[src/rtl/core/oasd_pkg.sv]
package oasd_pkg;

  // Step directions, as coded on the result port
  typedef enum logic [1:0] {
    DIR_PX = 2'd0,
    DIR_NX = 2'd1,
    DIR_PY = 2'd2,
    DIR_NY = 2'd3
  } dir_e;

  // Configuration register indexes
  typedef enum logic [2:0] {
    CFG_EXIT_X     = 3'd0,
    CFG_EXIT_Y     = 3'd1,
    CFG_OBST_COUNT = 3'd2,
    CFG_REACH_X    = 3'd3,
    CFG_REACH_Y    = 3'd4,
    CFG_SIDE_HW    = 3'd5
  } cfg_idx_e;

  localparam logic [14:0] REACH_X_RST = 15'd307;
  localparam logic [14:0] REACH_Y_RST = 15'd118;
  localparam logic [14:0] SIDE_HW_RST = 15'd18;

  // Window geometry shared by every cell
  typedef struct packed {
    logic [14:0] reach_x;
    logic [14:0] reach_y;
    logic [14:0] side_hw;
  } reach_t;

  // Query token that walks down the cell row
  typedef struct packed {
    logic        valid;
    logic [15:0] px;
    logic [15:0] py;
    logic [3:0]  blocked;   // indexed by dir_e
  } tok_t;

  // Priority order per quadrant {dx < 0, dy < 0}, first entry tried first
  localparam logic [1:0] PRIO_TBL [4][4] = '{
    '{DIR_PX, DIR_PY, DIR_NY, DIR_NX},
    '{DIR_PX, DIR_NY, DIR_NX, DIR_PY},
    '{DIR_NX, DIR_PY, DIR_NY, DIR_PX},
    '{DIR_NX, DIR_NY, DIR_PX, DIR_PY}
  };

endpackage

[src/rtl/core/oasd_pick.sv]
module oasd_pick (
  input  oasd_pkg::tok_t tok_i,
  input  logic [15:0]    exit_x_i,
  input  logic [15:0]    exit_y_i,
  output logic [1:0]     direction_o,
  output logic           all_blocked_o
);

  logic signed [16:0] ddx;
  logic signed [16:0] ddy;
  logic [1:0] quad;
  logic [1:0] cand;
  logic found;

  // Quadrant from the sign of the exit offset
  always_comb begin
    ddx  = $signed({exit_x_i[15], exit_x_i}) - $signed({tok_i.px[15], tok_i.px});
    ddy  = $signed({exit_y_i[15], exit_y_i}) - $signed({tok_i.py[15], tok_i.py});
    quad = {ddx[16], ddy[16]};
  end

  // First free direction in priority order
  always_comb begin
    found       = 1'b0;
    cand        = '0;
    direction_o = oasd_pkg::DIR_PX;
    for (int k = 0; k < 4; k++) begin
      cand = oasd_pkg::PRIO_TBL[quad][k];
      if (!found && !tok_i.blocked[cand]) begin
        found       = 1'b1;
        direction_o = cand;
      end
    end
    all_blocked_o = !found;
  end

endmodule

[config.mk]
export PLATFORM = sky130hd
export DESIGN_NAME = oasd_pick
export DESIGN_NICKNAME = d
export VERILOG_FILES = /design/src/rtl/core/oasd_pkg.sv /design/src/rtl/core/oasd_pick.sv
export SDC_FILE = /design/constraint.sdc
export NUM_CORES = 1
export LEC_CHECK = 0
export BUFFER_PORTS_ARGS = -buffer_cell sky130_fd_sc_hd__buf_4
export CAP_MARGIN = 20
export CORE_MARGIN = 4
export CORE_UTILIZATION = 45
export DETAILED_ROUTE_END_ITERATION = 12
export PLACE_DENSITY = 0.92
export SYNTH_ARGS = -nofsm -noshare
export SYNTH_HDL_FRONTEND = slang
export SYNTH_SLANG_ARGS = --single-unit
[constraint.sdc]
create_clock -name vclk -period 3.6
set_input_delay 0.36 -clock vclk [all_inputs]
set_output_delay 0.36 -clock vclk [all_outputs]
set_load 0.03 [all_outputs]
==> results.cfg <==
[outcome]
status = finished, final reports clean

[sta]
slew_violations = 0
setup_viol = 0
relSlewSlack_pct = 78.3
rsz0062_at_grt = no
layout_min_cycle_time_ns = 2.57
period_share_pct = 71.5
fmax_ghz = 0.388
hold_viol = 0
worst_pin_slew_ns = 0.317
fin_ws_ns = 1.03
tns_ns = 0

[placed_design]
hpwl_um = 2540
portBuffers = 71
place_congestion = 0.778
dp_slack_ns = 1.04
place_inst = 214

[setup_path]
path_max_fanout = 4
startpoint_type = input port
path_delay_family = simple AND/OR/NAND/NOR gates
path_cells = buf_4 -> inv_1 -> ha_1 -> nand4_1 -> nor3_1 -> nand3b_1 -> a31oi_2 -> a2111oi_4 -> a211oi_1 -> buf_4
arrival_ns = 2.21
cp.required_ns = 3.24
worst_path_most_repeated_cell = buf_4
endpoint_kind = primary output
crit_buf_inv = 3
slowest_stage = ha_1
cpPeakStageDelay_ns = 0.34
crit_type = in2out

[global_route]
grt_max_degree = 5
first_global_vias = 1153
track_usage_pct = 19.6
grt_antenna_before_repair = 0
grt_pass1_wl_um = 4240
grt.overflow.total = 0

[synth]
synthesis.nets = 217
synthCells = 118
synth_area_um2 = 882
syn_area_per_cell_um2 = 7.48
seq_area_frac_synth_pct = 0
synthDistinctLibCells = 30
ys.warnings.count = 0

[power]
combPwrFrac_pct = 100.0
sequentialPowerShare_pct = 0
swShare_pct = 42.1
p_clk_share_pct = 0
ir_drop_uv = 60.9
p_switching_uw = 68.5
p_leak_nw = 0.872
power_density_mw_per_mm2 = 112
p_int_uw = 94.2

[drt]
routed_wl_um = 2680
viasPerCell = 5.19
dr_total_vias = 1111
firstDrtPassIters = 5
wl_per_cell_um = 12.5
first_iter_violations = 11
antenna_left = 0
drc = 0

[floorplanning]
coreArea_mm2 = 0.00178
rows = 15
io_pins = 72
dieWidth_um = 52.3
initial_core_util_pct = 49.5
dieHeight_um = 52.3
die-area_mm2 = 0.00273

[layout]
area_growth_pct = 64.0
design.seq.count = 0
diodes = 0
layout_common_cells = buf_4 (71), inv_1 (33), ha_1 (30)
final_layout_size_suffix_gt1_share_pct = 40.2
final_common_cell = buf_4
instances_no_fill = 214
nets = 290
regArea_um2 = 0
clock_buffers = 0

[clock_tree]
cts_resized = 0
postCtsSetupBuffers = 0
hold_buffers = 0

[job]
maxCapViolations = 0

[worst_hold_path]
min_path_type = in2out
cell families (layout without fill, tap and decap cells):
group | Yosys count | after routing | share of synthesized area, %
mux | 1 | 1 | 1.13
fa+ha+maj | 30 | 30 | 42.6
simple gates | 30 | 30 | 19.1
buf+inv | 33 | 104 | 14.0
compound gates | 24 | 24 | 23.1
Yosys cell counts, types with 2 or more instances:
library cell | instances | area (µm²)
a211oi_1 | 2 | 15.0
a21o_1 | 2 | 15.0
a21oi_1 | 7 | 35.0
and3_1 | 2 | 12.5
ha_1 | 30 | 375
inv_1 | 33 | 124
nand2_1 | 6 | 22.5
nand2b_1 | 2 | 12.5
nand3_1 | 4 | 20.0
nand4_1 | 3 | 18.8
nor2_1 | 2 | 7.51
nor2b_1 | 3 | 18.8
nor3_1 | 4 | 20.0
o21ai_0 | 2 | 10.0
metrics by stage:
stage	util, %	area (µm²)	total power, mW	hold WS, ns
final	81.1	1450	0.163	1.03
after global routing	81.1	1450	0.182	1.04
after CTS	81.1	1450	0.163	1.03
after detailed placement	81.1	1450	0.163	1.03
after global placement	81.1	1450	0.153	1.02
after floorplan	-	882	0.0825	0.895
layout make-up:
class / count / area, µm²
multi-input combinational: 85 / 758
timing repair buffer: 71 / 533
fill: 115 / 337
inverter: 33 / 124
tap: 25 / 31.3
layer usage:
layer / global-route usage, % / up-vias / part of all wire [%] / wire length, µm
met1: 17.7 / 501 / 32 / 869
met5: 0 / - / 0 / 0
li1: - / 562 / - / -
met4: 3.40 / 0 / 1.8 / 48
met3: 2.28 / 6 / 6.9 / 185
met2: 44.6 / 42 / 59 / 1580
worst min-delay path: stages:
cell and delay (ns):
buf_4 0.09, a211oi_1 0.06, buf_4 0.16
final timing paths:
check | depth (start not counted) | startpoint | endpoint
hold / removal | 3 | tok_i[1] | direction_o[0]
setup / recovery | 10 | tok_i[19] | direction_o[0]
power by group through the flow:
stage / Combinational, mW / Sequential [mW] / Clock, mW
2_1_floorplan: 0.0825 / 0 / 0
3_3_place_gp: 0.153 / 0 / 0
3_5_place_dp: 0.163 / 0 / 0
4_1_cts: 0.163 / 0 / 0
5_1_grt: 0.182 / 0 / 0
6_report: 0.163 / 0 / 0
Power figures use the tool's default switching activity.
