<file path="config.mk">
export PLATFORM = sky130hd
export DESIGN_NAME = oasd_cell
export DESIGN_NICKNAME = d
export VERILOG_FILES = /design/src/rtl/core/oasd_pkg.sv /design/src/rtl/core/oasd_cell.sv
export SDC_FILE = /design/constraint.sdc
export NUM_CORES = 1
export LEC_CHECK = 0
export ABC_AREA = 1
export BUFFER_PORTS_ARGS = -buffer_cell sky130_fd_sc_hd__buf_2
export CAP_MARGIN = 20
export CORE_MARGIN = 2
export CORE_UTILIZATION = 55
export CTS_CLUSTER_SIZE = 30
export DETAILED_ROUTE_END_ITERATION = 7
export PLACE_DENSITY = 0.81
export REMOVE_ABC_BUFFERS = 1
export SLEW_MARGIN = 10
export SYNTH_ARGS = -nofsm -noshare
export SYNTH_HDL_FRONTEND = slang
export SYNTH_SLANG_ARGS = --single-unit
export TNS_END_PERCENT = 100
</file>
<file path="constraint.sdc">
create_clock -name clk_i -period 4.1 [get_ports clk_i]
set_input_delay 0.41 -clock clk_i [delete_from_list [all_inputs] [get_ports clk_i]]
set_output_delay 0.41 -clock clk_i [all_outputs]
set_load 0.02 [all_outputs]
</file>
<file path="src/rtl/core/oasd_pkg.sv">
package oasd_pkg;

  // Step directions, as coded on the result port
  typedef enum logic [1:0] {
    DIR_PX = 2'd0,
    DIR_NX = 2'd1,
    DIR_PY = 2'd2,
    DIR_NY = 2'd3
  } dir_e;

  // Configuration register indexes
  typedef enum logic [2:0] {
    CFG_EXIT_X     = 3'd0,
    CFG_EXIT_Y     = 3'd1,
    CFG_OBST_COUNT = 3'd2,
    CFG_REACH_X    = 3'd3,
    CFG_REACH_Y    = 3'd4,
    CFG_SIDE_HW    = 3'd5
  } cfg_idx_e;

  localparam logic [14:0] REACH_X_RST = 15'd307;
  localparam logic [14:0] REACH_Y_RST = 15'd118;
  localparam logic [14:0] SIDE_HW_RST = 15'd18;

  // Window geometry shared by every cell
  typedef struct packed {
    logic [14:0] reach_x;
    logic [14:0] reach_y;
    logic [14:0] side_hw;
  } reach_t;

  // Query token that walks down the cell row
  typedef struct packed {
    logic        valid;
    logic [15:0] px;
    logic [15:0] py;
    logic [3:0]  blocked;   // indexed by dir_e
  } tok_t;

  // Priority order per quadrant {dx < 0, dy < 0}, first entry tried first
  localparam logic [1:0] PRIO_TBL [4][4] = '{
    '{DIR_PX, DIR_PY, DIR_NY, DIR_NX},
    '{DIR_PX, DIR_NY, DIR_NX, DIR_PY},
    '{DIR_NX, DIR_PY, DIR_NY, DIR_PX},
    '{DIR_NX, DIR_NY, DIR_PX, DIR_PY}
  };

endpackage

</file>
<file path="src/rtl/core/oasd_cell.sv">
module oasd_cell (
  input  logic            clk_i,
  input  logic            rst_ni,
  input  logic            adv_i,
  input  logic            wr_i,
  input  logic [15:0]     wr_x_i,
  input  logic [15:0]     wr_y_i,
  input  logic            on_i,
  input  oasd_pkg::reach_t reach_i,
  input  oasd_pkg::tok_t  tok_i,
  output oasd_pkg::tok_t  tok_o
);

  logic [15:0] ox_q;
  logic [15:0] oy_q;
  oasd_pkg::tok_t tok_q;
  oasd_pkg::tok_t tok_d;

  logic signed [16:0] dx;
  logic signed [16:0] dy;
  logic [16:0] adx;
  logic [16:0] ady;
  logic x_near;
  logic y_near;
  logic [3:0] hit;

  // Stored obstacle point
  always_ff @(posedge clk_i) begin
    if (wr_i) begin
      ox_q <= wr_x_i;
      oy_q <= wr_y_i;
    end
  end

  // Offsets from the pedestrian at full precision
  always_comb begin
    dx  = $signed({ox_q[15], ox_q}) - $signed({tok_i.px[15], tok_i.px});
    dy  = $signed({oy_q[15], oy_q}) - $signed({tok_i.py[15], tok_i.py});
    adx = dx[16] ? 17'(-dx) : 17'(dx);
    ady = dy[16] ? 17'(-dy) : 17'(dy);
  end

  // Window tests, all bounds inclusive
  always_comb begin
    y_near = {ady, 1'b0} <= {3'b000, reach_i.reach_y};
    x_near = adx <= {2'b00, reach_i.side_hw};
    hit = '0;
    hit[oasd_pkg::DIR_PX] = !dx[16] && (adx <= {2'b00, reach_i.reach_x}) && y_near;
    hit[oasd_pkg::DIR_NX] = (dx[16] || (dx == '0)) && (adx <= {2'b00, reach_i.reach_x})
                            && y_near;
    hit[oasd_pkg::DIR_PY] = !dy[16] && (ady <= {2'b00, reach_i.reach_y}) && x_near;
    hit[oasd_pkg::DIR_NY] = (dy[16] || (dy == '0)) && (ady <= {2'b00, reach_i.reach_y})
                            && x_near;
  end

  always_comb begin
    tok_d = tok_i;
    if (tok_i.valid && on_i) begin
      tok_d.blocked = tok_i.blocked | hit;
    end
  end

  // Hand the token to the next cell
  always_ff @(posedge clk_i or negedge rst_ni) begin
    if (!rst_ni) begin
      tok_q.valid <= 1'b0;
    end else if (adv_i) begin
      tok_q <= tok_d;
    end
  end

  assign tok_o = tok_q;

endmodule

</file>
==> results of run 1 <==
[worst max-delay path by stage]
stage                      start                 end  slack, ps  depth (start not counted)
3_3_place_gp            tok_i[4]  tok_o[3]$_DFFE_PP_        160                         28
6_report       ox_q[0]$_DFFE_PP_  tok_o[0]$_DFFE_PP_        280                         24
3_5_place_dp            tok_i[4]  tok_o[2]$_DFFE_PP_         60                         29
2_1_floorplan          tok_i[20]  tok_o[2]$_DFFE_PP_        530                         27
5_1_grt        ox_q[0]$_DFFE_PP_  tok_o[0]$_DFFE_PP_        -20                         26
4_1_cts        oy_q[0]$_DFFE_PP_  tok_o[2]$_DFFE_PP_        200                         29
[timing repair]
| item | CTS | global route |
|---|---|---|
| setup endpoints to repair | 0 | 4 |
| hold endpoints to repair | 1 | 0 |
| setup buffers | 0 | 4 |
| resized for setup | 0 | 21 |
| hold buffers | 1 | 0 |
[metal layers]
metal,global-route usage [%],up-vias,wire [µm]
met5,0,-,12
met4,9.02,2,317
met3,3.79,27,1140
met2,38.1,257,6860
met1,34.6,2965,8120
li1,-,3533,-
[critical path, cell delays in order, from the launching register on]
cell and delay [ps]:
edfxtp_1 340, inv_1 80, ha_1 210, fa_2 550, ha_1 170, inv_1 40, nor2_1 90, nand2_1 90
nor2_2 130, nand2_2 90, nor2_4 100, nand2_2 90, o21ai_2 130, xor2_1 160, inv_1 80, ha_1 290
nand2_1 90, nor2_1 50, a211oi_1 220, a21oi_1 100, o21ai_0 240, nand3_1 130, nor2_1 110, nand2_1 60
nand2_1 50
[state kept, by name, indices dropped and copies added (netlist names)]
name and cells:
ox_q 16, tok_o 37, oy_q 16
[area by class of cell]
type / count / area share, %
Clock inverter: 5 / 0.905
Inverter: 219 / 9.84
Multi-Input combinational cell: 717 / 49.2
Antenna cell: 1 / 0.0297
Timing Repair Buffer: 166 / 10.2
Tap cell: 172 / 2.55
Clock buffer: 10 / 2.72
Sequential cell: 69 / 24.5
[where the power goes]
part	switching, W	leakage (nW)	total [W]	internal, W
clock network	0.000291	0.146	0.000817	0.000526
registers	0.0000137	0.663	0.000847	0.000833
logic	0.00101	3.99	0.00162	0.000608
total	0.00132	4.80	0.00328	0.00197
[metrics by stage]
stage                     total power, W  cells  area [µm²]  TNS [ps]
after CTS                        0.00324   1354        8330         0
after global placement           0.00236   1338        8010         0
after detailed placement         0.00241   1338        8010         0
after global routing             0.00357   1359        8430     -16.8
after floorplan                  0.00202   1005        6980         0
final                            0.00328   1359        8430         0
[synth_stat cells, types with 2 or more instances]
| cell type | number | area share (%) |
|---|---|---|
| nor2_1 | 84 | 4.5 |
| xor2_1 | 24 | 3.0 |
| nand2_2 | 14 | 1.3 |
| inv_1 | 214 | 11 |
| a21oi_1 | 43 | 3.1 |
| a211oi_1 | 4 | 0.43 |
| ha_1 | 93 | 17 |
| nand2_4 | 3 | 0.48 |
| o21ai_0 | 14 | 1.0 |
| edfxtp_1 | 68 | 29 |
| fa_1 | 2 | 0.57 |
| nand3b_1 | 4 | 0.43 |
| nand2_1 | 310 | 17 |
| inv_2 | 3 | 0.16 |
| nand3_1 | 71 | 5.1 |
| xnor2_1 | 4 | 0.50 |
| nor2_2 | 5 | 0.45 |
| and2_1 | 3 | 0.27 |
| nand4_1 | 18 | 1.6 |
| nor3_1 | 5 | 0.36 |
| a21o_1 | 2 | 0.21 |
| a21oi_2 | 3 | 0.38 |
| nand3_2 | 4 | 0.57 |
[cells by family after synthesis]
logic type	synth area share (%)
AOI/OAI and AO/OA	5.59
muxes	0.161
adders and majority gates	17.2
buffers and inverters	12.0
xor gates and xnor gates	3.51
DFF	29.6
and+or+nand+nor	31.9
==> impl_metrics.csv, run 1 <==
group,metric,value,unit
cells_and_area,area_growth,20.6,%
grt,grt.overflow.total,0,
floorplan,start_util,55.8,%
grt,grt_pass1_wl,26700,µm
floorplan,rows,41,
yosys,ys_types,35,
cells_and_area,fill_cells,1135,
floorplan,die_x,117,µm
clock_network,htreeDepth,3,
cells_and_area,final_nets,1396,
routing,drtIter0Drc,560,
timing,fmax,0.262,GHz
min_path,min_from,"wr_x_i[7]",
floorplan,die_h,117,µm
clock_network,cts_tree,"done",
yosys,ys_async_sr_fraction,1.45,%
yosys,syn-cell-area,6990,µm²
setup_path,rr_startpoint,"ox_q[0]$_DFFE_PP_",
floorplan,dieArea,13600,µm²
yosys,dominantRegCellSynth,"edfxtp_1",
timing,timing.final.crit_period,3820,ps
cells_and_area,seq_area,2070,µm²
clock_network,cts.sinks,69,
clock_network,cts_buffers,9,
setup_path,path_class,"register to register",
cells_and_area,multi_input_area,4150,µm²
placed_design,hpwl,13300,µm
outcome,status,"finished, final reports clean",
routing,first_pass_iters,6,
timing,hold_ws,245,ps
yosys,synthCells,1007,
yosys,ys_seq_area_share,29.6,%
timing,tightest_slew,772,ps
min_path,hold_path_depth,1,
power,irDropWorstVdd,0.000268,V
placed_design,place_ws,56.7,ps
clock_network,insertion_delay,340,ps
power,leakage,4.80,nW
routing,drt_wl_total,16400,µm
setup_path,r2r_cells,24,
timing,slew_violations,0,
routing,post_drt_wl_per_cell,12.1,µm
clock_network,cts.clk_slew.worst_paths,60,ps
power,power.density,390,nW/µm²
setup_path,crit_fanout,4,
setup_path,cp-end-kind,"register",
run,cap_viol_max_count,0,
yosys,post_synth.cell_area_avg,6.94,µm²
timing,hold_viol_final,0,
placed_design,routabilityCongestion,0.919,
placed_design,portBuffers,155,
routing,vias,6784,
setup_path,crit_required,4310,ps
setup_path,cp.arrival,4030,ps
cells_and_area,finish.utilization,67.3,%
timing,final.setup.worst_slack,283,ps
routing,via_per_inst,4.99,
min_path,worst_hold_path.endpoint,"ox_q[7]$_DFFE_PP_",
cells_and_area,mostFrequentLayoutCell,"nand2_1",
min_path,hold_path.class,"input pin to register",
clock_network,clk_path_buf_depth,2,
setup_path,crit_path_start_kind,"register",
grt,antenna_found_initial,2,
yosys,yosys_warnings,0,
cells_and_area,drive_above_1_share,19.3,%
clock_network,cts-root-buf,"clkbuf_16",
grt,grt_pass1_vias,6274,
setup_path,rr_endpoint,"tok_o[0]$_DFFE_PP_",
timing,rsz0062_at_grt,"true",
grt,grt_max_degree,37,
yosys,synth_edf_count,68,
timing,clock_skew,6.84,ps
floorplan,io_pins,156,
grt,grt_use_total,24.5,%
routing,drt.antenna.violating_nets,0,
timing,finalCritPeriodShare,93.1,%
floorplan,core,12500,µm²
setup_path,r2r_slack,280,ps
routing,drcViolationCount,0,
timing,max-slew-margin-rel,48.5,%
timing,setup_viol,0,
cells_and_area,layout_common_cells,"306 x nand2_1, 213 x inv_1, 155 x buf_2, 92 x ha_1, 81 x nor2_1",
yosys,synth_seq_cells,69,
No activity file was read; power rests on OpenSTA's default activity.
==> inputs of run 2 (changes only) <==
- REMOVE_ABC_BUFFERS: 1 -> not set
==> impl_metrics.csv, run 2 (synthesis results as in run 1) <==
group,metric,value,unit
timing,max-slew-margin-rel,49.6,%
placed_design,routabilityCongestion,0.917,
setup_path,slowest_delay,380,ps
floorplan,die_x,117,µm
grt,grt_pass1_vias,6180,
routing,vias,6704,
floorplan,core,12500,µm²
cells_and_area,largest_register_ffs,37,
timing,finalCritPeriodShare,92.9,%
floorplan,dieArea,13600,µm²
setup_path,crit_fanout,6,
timing,tightest_slew,756,ps
power,irDropWorstVdd,0.000304,V
setup_path,crit_top_cell,"nand2_1",
cells_and_area,area_growth,21.3,%
clock_network,cts-root-buf,"clkbuf_16",
clock_network,htreeDepth,3,
placed_design,place_ws,-14.4,ps
routing,drt.antenna.violating_nets,0,
routing,drcViolationCount,0,
clock_network,insertion_delay,350,ps
power,combinationalPowerShare,48.7,%
placed_design,hpwl,13400,µm
setup_path,crit_slowest_cell,"edfxtp_1",
clock_network,cts_buffers,9,
cells_and_area,drive_above_1_share,20.2,%
setup_path,cp.arrival,4030,ps
timing,setup_viol,0,
cells_and_area,mostFrequentLayoutCell,"nand2_1",
setup_path,path_class,"register to register",
grt,grt_max_degree,37,
floorplan,start_util,55.8,%
yosys,synthesis.nets,1221,
timing,slew_violations,0,
routing,drt_wl_total,16500,µm
clock_network,cts.clk_slew.worst_paths,70,ps
routing,post_drt_wl_per_cell,12.1,µm
grt,grt.overflow.total,0,
cells_and_area,fill_cells,1075,
grt,grt_use_total,24.8,%
run,cap_viol_max_count,0,
setup_path,crit_required,4320,ps
power,p_sw_share,40.2,%
setup_path,crit_path_start_kind,"register",
timing,timing.final.crit_period,3810,ps
routing,via_per_inst,4.92,
routing,drtIter0Drc,305,
timing,fmax,0.263,GHz
power,p_int,0.00199,W
power,clockPowerShare,25.9,%
timing,hold_viol_final,0,
power,power,0.00333,W
setup_path,critPathTopFamily,"simple AND/OR/NAND/NOR gates",
cells_and_area,layout_common_cells,"307 x nand2_1, 211 x inv_1, 155 x buf_2, 93 x ha_1, 80 x nor2_1",
clock_network,cts.sinks,69,
floorplan,rows,41,
grt,grt_pass1_wl,26800,µm
cells_and_area,final_nets,1399,
floorplan,die_h,117,µm
clock_network,cts_tree,"done",
placed_design,portBuffers,155,
timing,final.setup.worst_slack,292,ps
power,p_seq_share,25.4,%
power,power.net_switching,0.00134,W
power,power.density,393,nW/µm²
floorplan,io_pins,156,
timing,clock_skew,12.2,ps
routing,first_pass_iters,5,
setup_path,cp-end-kind,"register",
outcome,status,"finished, final reports clean",
power,leakage,4.81,nW
grt,antenna_found_initial,2,
clock_network,clk_path_buf_depth,2,
setup_path,cp_num_buf_inv,4,
min_path,hold_path.class,"input pin to register",
[run 2: what timing repair did]
item,in CTS,in global routing
hold buffers,1,0
setup endpoints to repair,0,4
resized for setup,0,28
hold endpoints to repair,1,0
setup buffers,0,5
[run 2: per-layer routing]
layer | up-vias | share of wire, % | GRT usage [%] | wire length, µm
met3 | 31 | 6.1 | 5.55 | 997
met1 | 2918 | 44 | 30.3 | 7220
li1 | 3546 | - | - | -
met2 | 207 | 47 | 43.5 | 7820
met4 | 2 | 2.5 | 8.31 | 415
met5 | - | 0.079 | 0 | 13
[run 2: stage by stage]
stage                     hold slack, ps  util [%]  area [µm²]  setup TNS, ps  instances
after global routing                 220      67.7        8480          -92.4       1362
after CTS                            221      66.8        8360              0       1357
after global placement               192      64.1        8030              0       1340
final                                228      67.7        8480              0       1363
after floorplan                      114         -        6990              0       1007
after detailed placement             192      64.1        8030          -23.4       1340
[run 2: power groups by stage]
stage	clock network, W	registers [W]	logic (W)
2_1_floorplan	0	0.000892	0.00113
3_3_place_gp	0	0.000860	0.00150
3_5_place_dp	0	0.000862	0.00154
4_1_cts	0.000874	0.000848	0.00155
5_1_grt	0.000896	0.000851	0.00187
6_report	0.000863	0.000847	0.00162
[run 2: layout make-up]
cell class | count | area (µm²) | share of cell area, %
Multi-Input combinational cell | 717 | 4160 | 49.1
Sequential cell | 69 | 2070 | 24.4
Timing Repair Buffer | 169 | 883 | 10.4
Inverter | 219 | 827 | 9.76
Clock buffer | 10 | 229 | 2.70
Tap cell | 172 | 215 | 2.54
Clock inverter | 6 | 95.1 | 1.12
Antenna cell | 1 | 2.50 | 0.0295
[run 2: path summary, 6_finish.rpt]
path | startpoint | end | slack, ps | cells past startpoint
setup / recovery | ox_q[11]$_DFFE_PP_ | tok_o[2]$_DFFE_PP_ | 290 | 29
hold / removal | wr_y_i[0] | oy_q[0]$_DFFE_PP_ | 230 | 1
setup reg to reg | ox_q[11]$_DFFE_PP_ | tok_o[2]$_DFFE_PP_ | 290 | 29
hold reg to reg | tok_o[36]$_DFFE_PN0P_ | tok_o[36]$_DFFE_PN0P_ | 510 | 1
max in group asynchronous | rst_ni | tok_o[36]$_DFFE_PN0P_ | 3640 | 2
min in group asynchronous | rst_ni | tok_o[36]$_DFFE_PN0P_ | 370 | 2
[run 2: worst reg2reg max path: cells and delay by family, from the launching register on]
family | cells | cell delay, ps
buffers and inverters | 4 | 440
adders and majority gates | 2 | 650
xor gates and xnor gates | 1 | 260
DFF | 1 | 380
AOI/OAI and AO/OA | 2 | 400
and+or+nand+nor | 20 | 1580
